===== src/rtl/sdf_pkg.sv =====
package sdf_pkg;

    localparam int DIGITS = 5;
    localparam int MAG_W  = 17;
    localparam int BCD_W  = 4 * DIGITS;
    localparam int IDX_W  = 3;

    localparam logic [IDX_W-1:0] LAST_IDX  = IDX_W'(DIGITS - 1);
    localparam logic [2:0]       MAX_FLEN  = 3'(DIGITS);
    localparam logic [1:0]       MAX_PLACE = 2'd2;

    localparam logic [6:0] CH_MINUS = 7'd45;
    localparam logic [6:0] CH_POINT = 7'd46;
    localparam logic [6:0] CH_ZERO  = 7'd48;

    typedef struct packed {
        logic signed [15:0] value;
        logic [2:0]         field_length;
        logic [1:0]         decimal_places;
    } t_in;

    typedef struct packed {
        logic [6:0] char_code;
        logic       last;
    } t_out;

endpackage


===== src/rtl/sdf_bcd.sv =====
// Shift-and-add-3 converter: one magnitude bit enters the BCD register per cycle.
module sdf_bcd
    import sdf_pkg::*;
(
    input  logic             i_clk,
    input  logic             i_rst_n,
    input  logic             i_load,
    input  logic [MAG_W-1:0] i_mag,
    output logic             o_done,
    output logic [BCD_W-1:0] o_bcd
);

    localparam int CNT_W = $clog2(MAG_W + 1);

    logic [MAG_W-1:0] r_bin;
    logic [BCD_W-1:0] r_bcd;
    logic [BCD_W-1:0] n_adj;
    logic [CNT_W-1:0] r_cnt;
    logic             r_run;
    logic             r_done;

    always_comb begin
        for (int k = 0; k < DIGITS; k++) begin
            n_adj[4*k +: 4] = (r_bcd[4*k +: 4] >= 4'd5) ? r_bcd[4*k +: 4] + 4'd3
                                                         : r_bcd[4*k +: 4];
        end
    end

    always_ff @(posedge i_clk) begin
        if (!i_rst_n) begin
            r_run  <= 1'b0;
            r_done <= 1'b0;
            r_cnt  <= '0;
        end else begin
            r_done <= 1'b0;
            if (i_load) begin
                r_bin <= i_mag;
                r_bcd <= '0;
                r_cnt <= CNT_W'(MAG_W);
                r_run <= 1'b1;
            end else if (r_run) begin
                r_bcd <= {n_adj[BCD_W-2:0], r_bin[MAG_W-1]};
                r_bin <= {r_bin[MAG_W-2:0], 1'b0};
                r_cnt <= r_cnt - 1'b1;
                if (r_cnt == CNT_W'(1)) begin
                    r_run  <= 1'b0;
                    r_done <= 1'b1;
                end
            end
        end
    end

    assign o_done = r_done;
    assign o_bcd  = r_bcd;

endmodule


===== src/rtl/signed_int_decimal_formatter.sv =====
// Channel   Handshake                  Payload
// input     start in, busy out         i_item   (t_in: value, field_length, decimal_places)
// result    o_strobe, one cycle each   o_result (t_out: char_code, last)
//
// An item is accepted when start is high and busy is low. Its magnitude is
// converted to five BCD digits by a shift-and-add-3 unit that takes one bit
// per cycle, and when conversion is done the digits are handed over for
// output. Characters then leave one per cycle, 1 to 7 of them, and busy
// stays high from acceptance until the last character goes out, so the next
// item can be accepted at the end of the cycle in which the last character
// is shown. Reset is synchronous and active low and returns the block to
// idle. The receiver cannot stall; each character is valid for one cycle.
module signed_int_decimal_formatter
    import sdf_pkg::*;
(
    input  logic i_clk,
    input  logic i_rst_n,
    input  logic start,
    input  t_in  i_item,
    output logic busy,
    output logic o_strobe,
    output t_out o_result
);

    typedef enum logic [1:0] {
        ST_IDLE,
        ST_CONV,
        ST_EMIT
    } t_state;

    t_state r_state;

    // Item settings held for the whole run.
    logic             r_neg;
    logic [2:0]       r_flen;
    logic [1:0]       r_places;

    // Emission progress: pending sign, point already sent, digit index.
    logic             r_sign;
    logic             r_dot;
    logic [IDX_W-1:0] r_idx;

    logic             r_strobe;
    t_out             r_result;

    logic             w_load;
    logic [MAG_W-1:0] w_mag;
    logic [MAG_W-1:0] w_ext;
    logic             w_done;
    logic [BCD_W-1:0] w_bcd;

    logic [IDX_W-1:0] w_stop;
    logic [IDX_W-1:0] w_first;
    logic [IDX_W-1:0] w_begin;
    logic [3:0]       w_digit;
    t_out             n_result;
    logic             n_sign;
    logic             n_dot;
    logic [IDX_W-1:0] n_idx;

    assign w_load = start && (r_state == ST_IDLE);

    // Magnitude in 17 bits so that the most negative value stays exact.
    assign w_ext = {i_item.value[15], i_item.value};
    assign w_mag = i_item.value[15] ? (MAG_W'(0) - w_ext) : w_ext;

    sdf_bcd u_bcd (
        .i_clk   (i_clk),
        .i_rst_n (i_rst_n),
        .i_load  (w_load),
        .i_mag   (w_mag),
        .o_done  (w_done),
        .o_bcd   (w_bcd)
    );

    // First fraction digit sits at five minus the number of places.
    assign w_stop = IDX_W'(DIGITS) - IDX_W'(r_places);

    // Start digit: fixed by the field length, or the first nonzero digit
    // when the field length is zero, never later than the units digit.
    always_comb begin
        if (r_flen != 3'd0) begin
            w_first = IDX_W'(DIGITS) - r_flen;
        end else begin
            priority if (w_bcd[BCD_W-1 -: 4] != 4'd0) begin
                w_first = IDX_W'(0);
            end else if (w_bcd[BCD_W-5 -: 4] != 4'd0) begin
                w_first = IDX_W'(1);
            end else if (w_bcd[BCD_W-9 -: 4] != 4'd0) begin
                w_first = IDX_W'(2);
            end else if (w_bcd[BCD_W-13 -: 4] != 4'd0) begin
                w_first = IDX_W'(3);
            end else begin
                w_first = LAST_IDX;
            end
        end
    end

    // When the start lies past the point, the run begins at the point.
    assign w_begin = (w_first < w_stop) ? w_first : w_stop;

    // Digit index 0 is the most significant of the five.
    always_comb begin
        unique case (r_idx)
            IDX_W'(0): w_digit = w_bcd[19:16];
            IDX_W'(1): w_digit = w_bcd[15:12];
            IDX_W'(2): w_digit = w_bcd[11:8];
            IDX_W'(3): w_digit = w_bcd[7:4];
            IDX_W'(4): w_digit = w_bcd[3:0];
            default:   w_digit = 4'd0;
        endcase
    end

    // Next character of the run. The sign and the point are never last,
    // since digits always follow them.
    always_comb begin
        n_sign = r_sign;
        n_dot  = r_dot;
        n_idx  = r_idx;
        priority if (r_sign) begin
            n_result.char_code = CH_MINUS;
            n_result.last      = 1'b0;
            n_sign             = 1'b0;
        end else if ((r_idx == w_stop) && !r_dot && (r_places != 2'd0)) begin
            n_result.char_code = CH_POINT;
            n_result.last      = 1'b0;
            n_dot              = 1'b1;
        end else begin
            n_result.char_code = CH_ZERO + 7'(w_digit);
            n_result.last      = (r_idx == LAST_IDX);
            n_idx              = r_idx + 1'b1;
        end
    end

    always_ff @(posedge i_clk) begin
        if (!i_rst_n) begin
            r_state  <= ST_IDLE;
            r_strobe <= 1'b0;
        end else begin
            unique case (r_state)
                ST_IDLE: begin
                    r_strobe <= 1'b0;
                    if (start) begin
                        r_neg    <= i_item.value[15];
                        r_flen   <= (i_item.field_length > MAX_FLEN) ? MAX_FLEN
                                                                     : i_item.field_length;
                        r_places <= (i_item.decimal_places > MAX_PLACE) ? MAX_PLACE
                                                                        : i_item.decimal_places;
                        r_state  <= ST_CONV;
                    end
                end
                ST_CONV: begin
                    r_strobe <= 1'b0;
                    if (w_done) begin
                        r_idx   <= w_begin;
                        r_sign  <= r_neg;
                        r_dot   <= 1'b0;
                        r_state <= ST_EMIT;
                    end
                end
                ST_EMIT: begin
                    r_strobe <= 1'b1;
                    r_result <= n_result;
                    r_sign   <= n_sign;
                    r_dot    <= n_dot;
                    r_idx    <= n_idx;
                    if (n_result.last) begin
                        r_state <= ST_IDLE;
                    end
                end
                default: begin
                    r_strobe <= 1'b0;
                    r_state  <= ST_IDLE;
                end
            endcase
        end
    end

    assign busy     = (r_state != ST_IDLE);
    assign o_strobe = r_strobe;
    assign o_result = r_result;

endmodule


===== config.mk =====
export PLATFORM = sky130hd
export DESIGN_NAME = signed_int_decimal_formatter
export DESIGN_NICKNAME = d
export VERILOG_FILES = /design/src/rtl/sdf_pkg.sv /design/src/rtl/sdf_bcd.sv /design/src/rtl/signed_int_decimal_formatter.sv
export SDC_FILE = /design/constraint.sdc
export NUM_CORES = 1
export LEC_CHECK = 0
export BUFFER_PORTS_ARGS = -buffer_cell sky130_fd_sc_hd__buf_2
export CAP_MARGIN = 40
export CORE_UTILIZATION = 60
export CTS_CLUSTER_SIZE = 20
export DETAILED_ROUTE_END_ITERATION = 8
export PLACE_DENSITY_LB_ADDON = 0.2
export SETUP_SLACK_MARGIN = 0.5
export SLEW_MARGIN = 40
export SYNTH_ARGS = -nofsm -noshare
export SYNTH_HDL_FRONTEND = slang
export SYNTH_SLANG_ARGS = --single-unit

===== constraint.sdc =====
create_clock -name i_clk -period 5.2 [get_ports i_clk]
set_clock_uncertainty 0.05 [all_clocks]
set_input_delay 1.3 -clock i_clk [delete_from_list [all_inputs] [get_ports i_clk]]
set_output_delay 1.3 -clock i_clk [all_outputs]
set_load 0.02 [all_outputs]

==> results of run 1 <==
[critical path, stage by stage, from the launching register on]
cell and delay [ns]:
edfxtp_1 0.45, inv_1 0.14, ha_1 0.15, or3b_2 0.47, nor4b_1 0.41, a21oi_1 0.11, o21ai_0 0.28, ha_1 0.31
inv_1 0.06, a21oi_1 0.05, or3_1 0.29, o21ai_0 0.08, a31o_2 0.12
[per-stage QoR]
stage | power (mW) | util, % | std cells | setup slack [ns]
floorplan | 0.741 | - | 366 | 2.14
global placement | 0.777 | 65.6 | 459 | 1.96
detailed placement | 0.785 | 65.6 | 459 | 1.93
CTS | 1.24 | 69.4 | 475 | 2.09
global route | 1.29 | 69.4 | 475 | 1.90
finish | 1.24 | 69.4 | 475 | 2.12
[how the worst min path moves through the flow]
stage	endpoint	slack [ns]	cells after the start
after floorplan	r_state[0]	0.39	1
after global placement	r_state[0]	0.41	1
after detailed placement	r_state[0]	0.42	1
after CTS	r_state[0]	0.44	1
after global routing	r_state[0]	0.46	1
final	r_state[0]	0.44	1
[layout by cell type (no fill, tap or decap), drive strengths merged, types with 2 or more instances in the layout]
cell type	n
nor4bb	2
nor4b	4
o211ai	3
and2	6
a31o	2
a22oi	3
xor2	18
xnor2	9
and3	2
o21ai	25
a32oi	2
o41ai	2
a222oi	2
nand2	39
edfxtp	54
or3	3
nor2b	7
conb	2
o31ai	6
a21boi	2
nand2b	6
a21oi	23
buf	33
dfxtp	10
clkbuf	16
ha	25
inv	24
o21a	2
a21o	2
or4	3
nor3	5
nor2	48
[area by class of cell]
| cell class | count | area, um2 | area share (%) |
|---|---|---|---|
| Clock buffer | 16 | 224 | 5.48 |
| Inverter | 24 | 90.1 | 2.20 |
| Multi-Input combinational cell | 263 | 1690 | 41.3 |
| Sequential cell | 64 | 1820 | 44.6 |
| Tap cell | 75 | 93.8 | 2.30 |
| Timing Repair Buffer | 33 | 170 | 4.16 |
[power breakdown]
group	switching, mW	internal (mW)	leakage [nW]	total [mW]
sequential	0.0250	0.597	0.587	0.621
combinational	0.0897	0.0634	0.951	0.153
clock	0.187	0.274	0.112	0.462
[cell families after synthesis]
logic type | count (synthesis) | share of synthesized area [%]
mux | 2 | 0.581
simple gates | 128 | 16.7
compound gates | 79 | 13.5
xor+xnor | 27 | 6.46
other cells | 2 | 0.205
fa+ha+maj | 25 | 8.55
buf+inv | 39 | 4.21
flops | 64 | 49.8
[flip-flops by register name, indices dropped and copies added, names as in the netlist]
name / flops
o_strobe: 1
r_dot: 1
o_result: 6
u_bcd.r_bin: 17
r_sign: 1
r_neg: 1
r_idx: 3
u_bcd.r_cnt: 5
u_bcd.o_done: 1
r_state: 2
u_bcd.r_run: 1
r_places: 2
u_bcd.o_bcd: 20
r_flen: 3
[per-layer routing]
| metal | GRT usage, % | part of all wire [%] | up-vias |
|---|---|---|---|
| met5 | 0 | 0 | - |
| met4 | 10.5 | 1.4 | 0 |
| met3 | 3.52 | 3.8 | 9 |
| met2 | 38.8 | 49 | 49 |
| met1 | 27.9 | 46 | 1259 |
| li1 | - | - | 1335 |
==> flow_summary.json, run 1 <==
{
  "run_status": "complete, but fails checks",
  "violations": "DRC",
  "wirelength_mm": 6.63,
  "overflow": 0,
  "slew_viol_final": 0,
  "port-buffer-count": 31,
  "ys_seq_area_share_pct": 49.8,
  "ys_warn_count": 0,
  "postSynthCellCount": 366,
  "drcViolationCount": 1,
  "die-area_um2": 6420,
  "leakage_nw": 1.65,
  "synth-async-reset-ratio_pct": 0,
  "cts.sinks": 64,
  "area.growth.synth_to_final_pct": 11.7,
  "track_usage_pct": 22.6,
  "placed_area_um2": 3860,
  "cts_tree": "done",
  "ys_ff_latch": 64,
  "holdWs_ns": 0.444,
  "antenna_found_initial": 0,
  "avgSynthCellArea_um2": 10.0,
  "critical_path_arrival_ns": 3.25,
  "core_area_um2": 5890,
  "drt_iter0_markers": 168,
  "endpoint_kind": "flop",
  "post_cts_buffers": 0,
  "drv_cap": 0,
  "ys.flop_type": "edfxtp_1",
  "fill_cells": 440,
  "cts.clk_slew.worst_paths_ns": 0.07,
  "initial_core_util_pct": 62.2,
  "first_pass_iters": 8,
  "io_pins": 34,
  "endpoint": "r_idx[0]",
  "fin_crit_sh_pct": 59.3,
  "cts_buffer_depth": 2,
  "diodes": 0,
  "cts_root_buf": "clkbuf_8",
  "worstSkewPairLatency_ns": 0.34,
  "hp-class": "flop to flop",
  "nets": 444,
  "die_width_um": 80.1,
  "fin_tns_setup_ns": 0,
  "grt_pass1_wl_mm": 11.0,
  "dp_hpwl_mm": 4.68,
  "die_h_um": 80.1,
  "required_ns": 5.37,
  "grt_start_max_net_pins": 38,
  "yosysTopAreaCell": "edfxtp_1",
  "crit_start": "u_bcd.o_bcd[4]",
  "synth_common_cells": "54 x edfxtp_1, 48 x nor2_1, 39 x nand2_1",
  "vias": 2652,
  "synth_cell_types": 47,
  "htreeDepth": 3,
  "syn_area_um2": 3660,
  "startpoint_type": "flop",
  "ant_nets": 0,
  "num_rows": 28,
  "post_drt_wl_per_cell_um": 13.9,
  "critical_path_class": "flop to flop",
  "drive_gt1_share_pct": 14.0,
  "reg2reg_from": "u_bcd.o_bcd[4]",
  "cts-resized-gates": 0,
  "synth.top_cell.area_share_pct": 44.3,
  "period_needed_ns": 3.08,
  "max_freq_mhz": 325,
  "postCtsHoldBufs": 0,
  "grt_pass1_vias": 2556,
  "min-delay-start": "r_state[1]",
  "finalHoldViolCount": 0,
  "rsz0062_at_grt": "no",
  "synthTopCellsByArea": "edfxtp_1 44%, ha_1 8.5%, dfxtp_1 5.5%, nor2_1 4.9%, xor2_1 4.3%",
  "place.gp.congestion": 0.808,
  "reg2reg_depth": 12,
  "path_max_fanout": 4,
  "p_per_area_nw_per_um2": 303,
  "vias_per_cell": 5.58,
  "synth-edff-count": 54,
  "vdd_ir_drop_max_mv": 0.173,
  "syn_nets": 415,
  "postLayoutCellArea_um2": 4090,
  "r2r_slack_ns": 2.12,
  "finalSetupViolCount": 0,
  "r2r-end": "r_idx[0]",
  "synth.most_common_cell": "edfxtp_1",
  "cts_buffers": 9
}
Note: power is estimated with default switching activity, not from simulation.
==> run 2, diff against run 1 <==
--- a/config.mk
+++ b/config.mk
@@ -7,7 +7,7 @@
 export LEC_CHECK = 0
 export BUFFER_PORTS_ARGS = -buffer_cell sky130_fd_sc_hd__buf_2
 export CAP_MARGIN = 40
-export CORE_UTILIZATION = 60
+export CORE_UTILIZATION = 54
 export CTS_CLUSTER_SIZE = 20
 export DETAILED_ROUTE_END_ITERATION = 8
 export PLACE_DENSITY_LB_ADDON = 0.2
==> constraint.sdc (replaced) <==
create_clock -name i_clk -period 2.7 [get_ports i_clk]
set_clock_uncertainty 0.05 [all_clocks]
set_input_delay 0.675 -clock i_clk [delete_from_list [all_inputs] [get_ports i_clk]]
set_output_delay 0.675 -clock i_clk [all_outputs]
set_load 0.02 [all_outputs]
==> flow_summary.json, run 2 (synthesis results as in run 1) <==
{
  "run_status": "complete, but fails checks",
  "violations": "DRC",
  "required_ns": 2.87,
  "grt_use_met1_pct": 25.2,
  "num_rows": 29,
  "r2r_slack_ns": 0.07,
  "reg2reg_depth": 12,
  "grt_pass1_vias": 2536,
  "cts.sinks": 64,
  "cts_buffer_depth": 2,
  "die_width_um": 84.3,
  "hp-class": "flop to flop",
  "vias_per_cell": 5.52,
  "wirelength_mm": 6.83,
  "gr-max-usage-layer": "met2",
  "cts.clk_slew.worst_paths_ns": 0.08,
  "post_drt_wl_per_cell_um": 13.8,
  "leakage_nw": 1.76,
  "antenna_found_initial": 0,
  "cts_tree": "done",
  "grt_util_met2_pct": 33.7,
  "critical_path_arrival_ns": 2.80,
  "die-area_um2": 7110,
  "initial_core_util_pct": 56.7,
  "rsz0062_at_grt": "yes",
  "critical_path_class": "flop to flop",
  "drt_iter0_markers": 139,
  "cts_buffers": 9,
  "hold_depth": 2,
  "dp_hpwl_mm": 4.77,
  "slew_viol_final": 0,
  "overflow": 0,
  "path_max_fanout": 2,
  "core_area_um2": 6460,
  "finalHoldViolCount": 0,
  "port-buffer-count": 31,
  "drive_gt1_share_pct": 22.1,
  "placed_area_um2": 3960,
  "endpoint_kind": "flop",
  "htreeDepth": 3,
  "grt_pass1_wl_mm": 11.2,
  "p_per_area_nw_per_um2": 535,
  "drcViolationCount": 2,
  "diodes": 0,
  "ant_nets": 0,
  "place.gp.congestion": 0.812,
  "max_freq_mhz": 381,
  "vdd_ir_drop_max_mv": 0.412,
  "grt_start_max_net_pins": 38,
  "multi_input_area_um2": 1810,
  "fin_crit_sh_pct": 97.3,
  "instances_no_fill": 494,
  "worstSkewPairLatency_ns": 0.35,
  "io_pins": 34,
  "nets": 461,
  "final-seq-area_um2": 1820,
  "mostFrequentLayoutCell": "edfxtp_1",
  "period_needed_ns": 2.63,
  "startpoint_type": "flop",
  "cts_root_buf": "clkbuf_8",
  "vias": 2729,
  "die_h_um": 84.3,
  "track_usage_pct": 20.2,
  "postLayoutCellArea_um2": 4340,
  "placedCellCount": 466,
  "finalSetupViolCount": 0,
  "grtUsageMet3_pct": 4.42,
  "final_cell_mix": "54 x edfxtp_1, 47 x nor2_1, 39 x nand2_1",
  "fill_cells": 499,
  "drv_cap": 0,
  "largest_reg_flops": 20,
  "first_pass_iters": 9,
  "fin_total_pwr_mw": 2.32,
  "area.growth.synth_to_final_pct": 18.6
}
==> run 2: changes by cell type in the layout (fill, tap and decap cells not counted), sizes merged <==
cell / delta
inv: +1
clkinv: +3
clkbuf: -4
buf: +17
==> run 2: cell type report <==
type                    count  share of cell area, %
clock inverters             4                  0.577
repair buffers             50                   7.61
clock buffers              12                   3.84
inverters                  24                   2.08
flip-flops and latches     64                   42.0
well taps                  77                   2.22
multi-input cells         263                   41.7
==> run 2: power by group <==
| group | internal [mW] | total (mW) | switching (mW) |
|---|---|---|---|
| Combinational | 0.151 | 0.338 | 0.186 |
| Clock | 0.413 | 0.788 | 0.374 |
| Sequential | 1.15 | 1.20 | 0.0492 |
| Total | 1.71 | 2.32 | 0.610 |
==> run 2: critical path, cell delays in order, from the launching register on <==
cell      delay (ns)
edfxtp_1        0.41
inv_2           0.08
ha_1            0.12
or3b_4          0.39
nor4b_4         0.32
a21oi_2         0.10
o21ai_2         0.22
ha_4            0.23
inv_1           0.05
a21oi_1         0.05
or3_1           0.30
o21ai_1         0.08
a31o_2          0.12
==> run 2: metrics by stage <==
step / hold slack (ns) / setup slack, ns / TNS [ns] / util (%)
finish: 0.445 / 0.0731 / 0 / 67.2
global route: 0.465 / -0.0632 / -0.0632 / 67.2
CTS: 0.444 / 0.152 / 0 / 65.7
detailed placement: 0.425 / 0.0299 / 0 / 61.3
global placement: 0.419 / 0.117 / 0 / 61.3
floorplan: 0.387 / 0.143 / 0 / -
==> run 2: worst paths after layout <==
path                                     start             end
worst max-delay path            u_bcd.o_bcd[5]        r_idx[0]
worst min-delay path            u_bcd.r_cnt[1]  u_bcd.r_cnt[1]
worst max register to register  u_bcd.o_bcd[5]        r_idx[0]
worst min register to register  u_bcd.r_cnt[1]  u_bcd.r_cnt[1]
==> run 2: what timing repair did <==
action,4_1_cts,5_1_grt
resized for setup,8,14
buffers inserted,8,4
pin swaps,11,11
endpoints found under the setup margin,3,10
hold buffers,0,0
==> run 2: layer usage <==
metal	vias to the layer above	wire, um
li1	1372	-
met1	1278	3080
met2	66	3290
met3	13	303
met4	0	159
met5	-	0
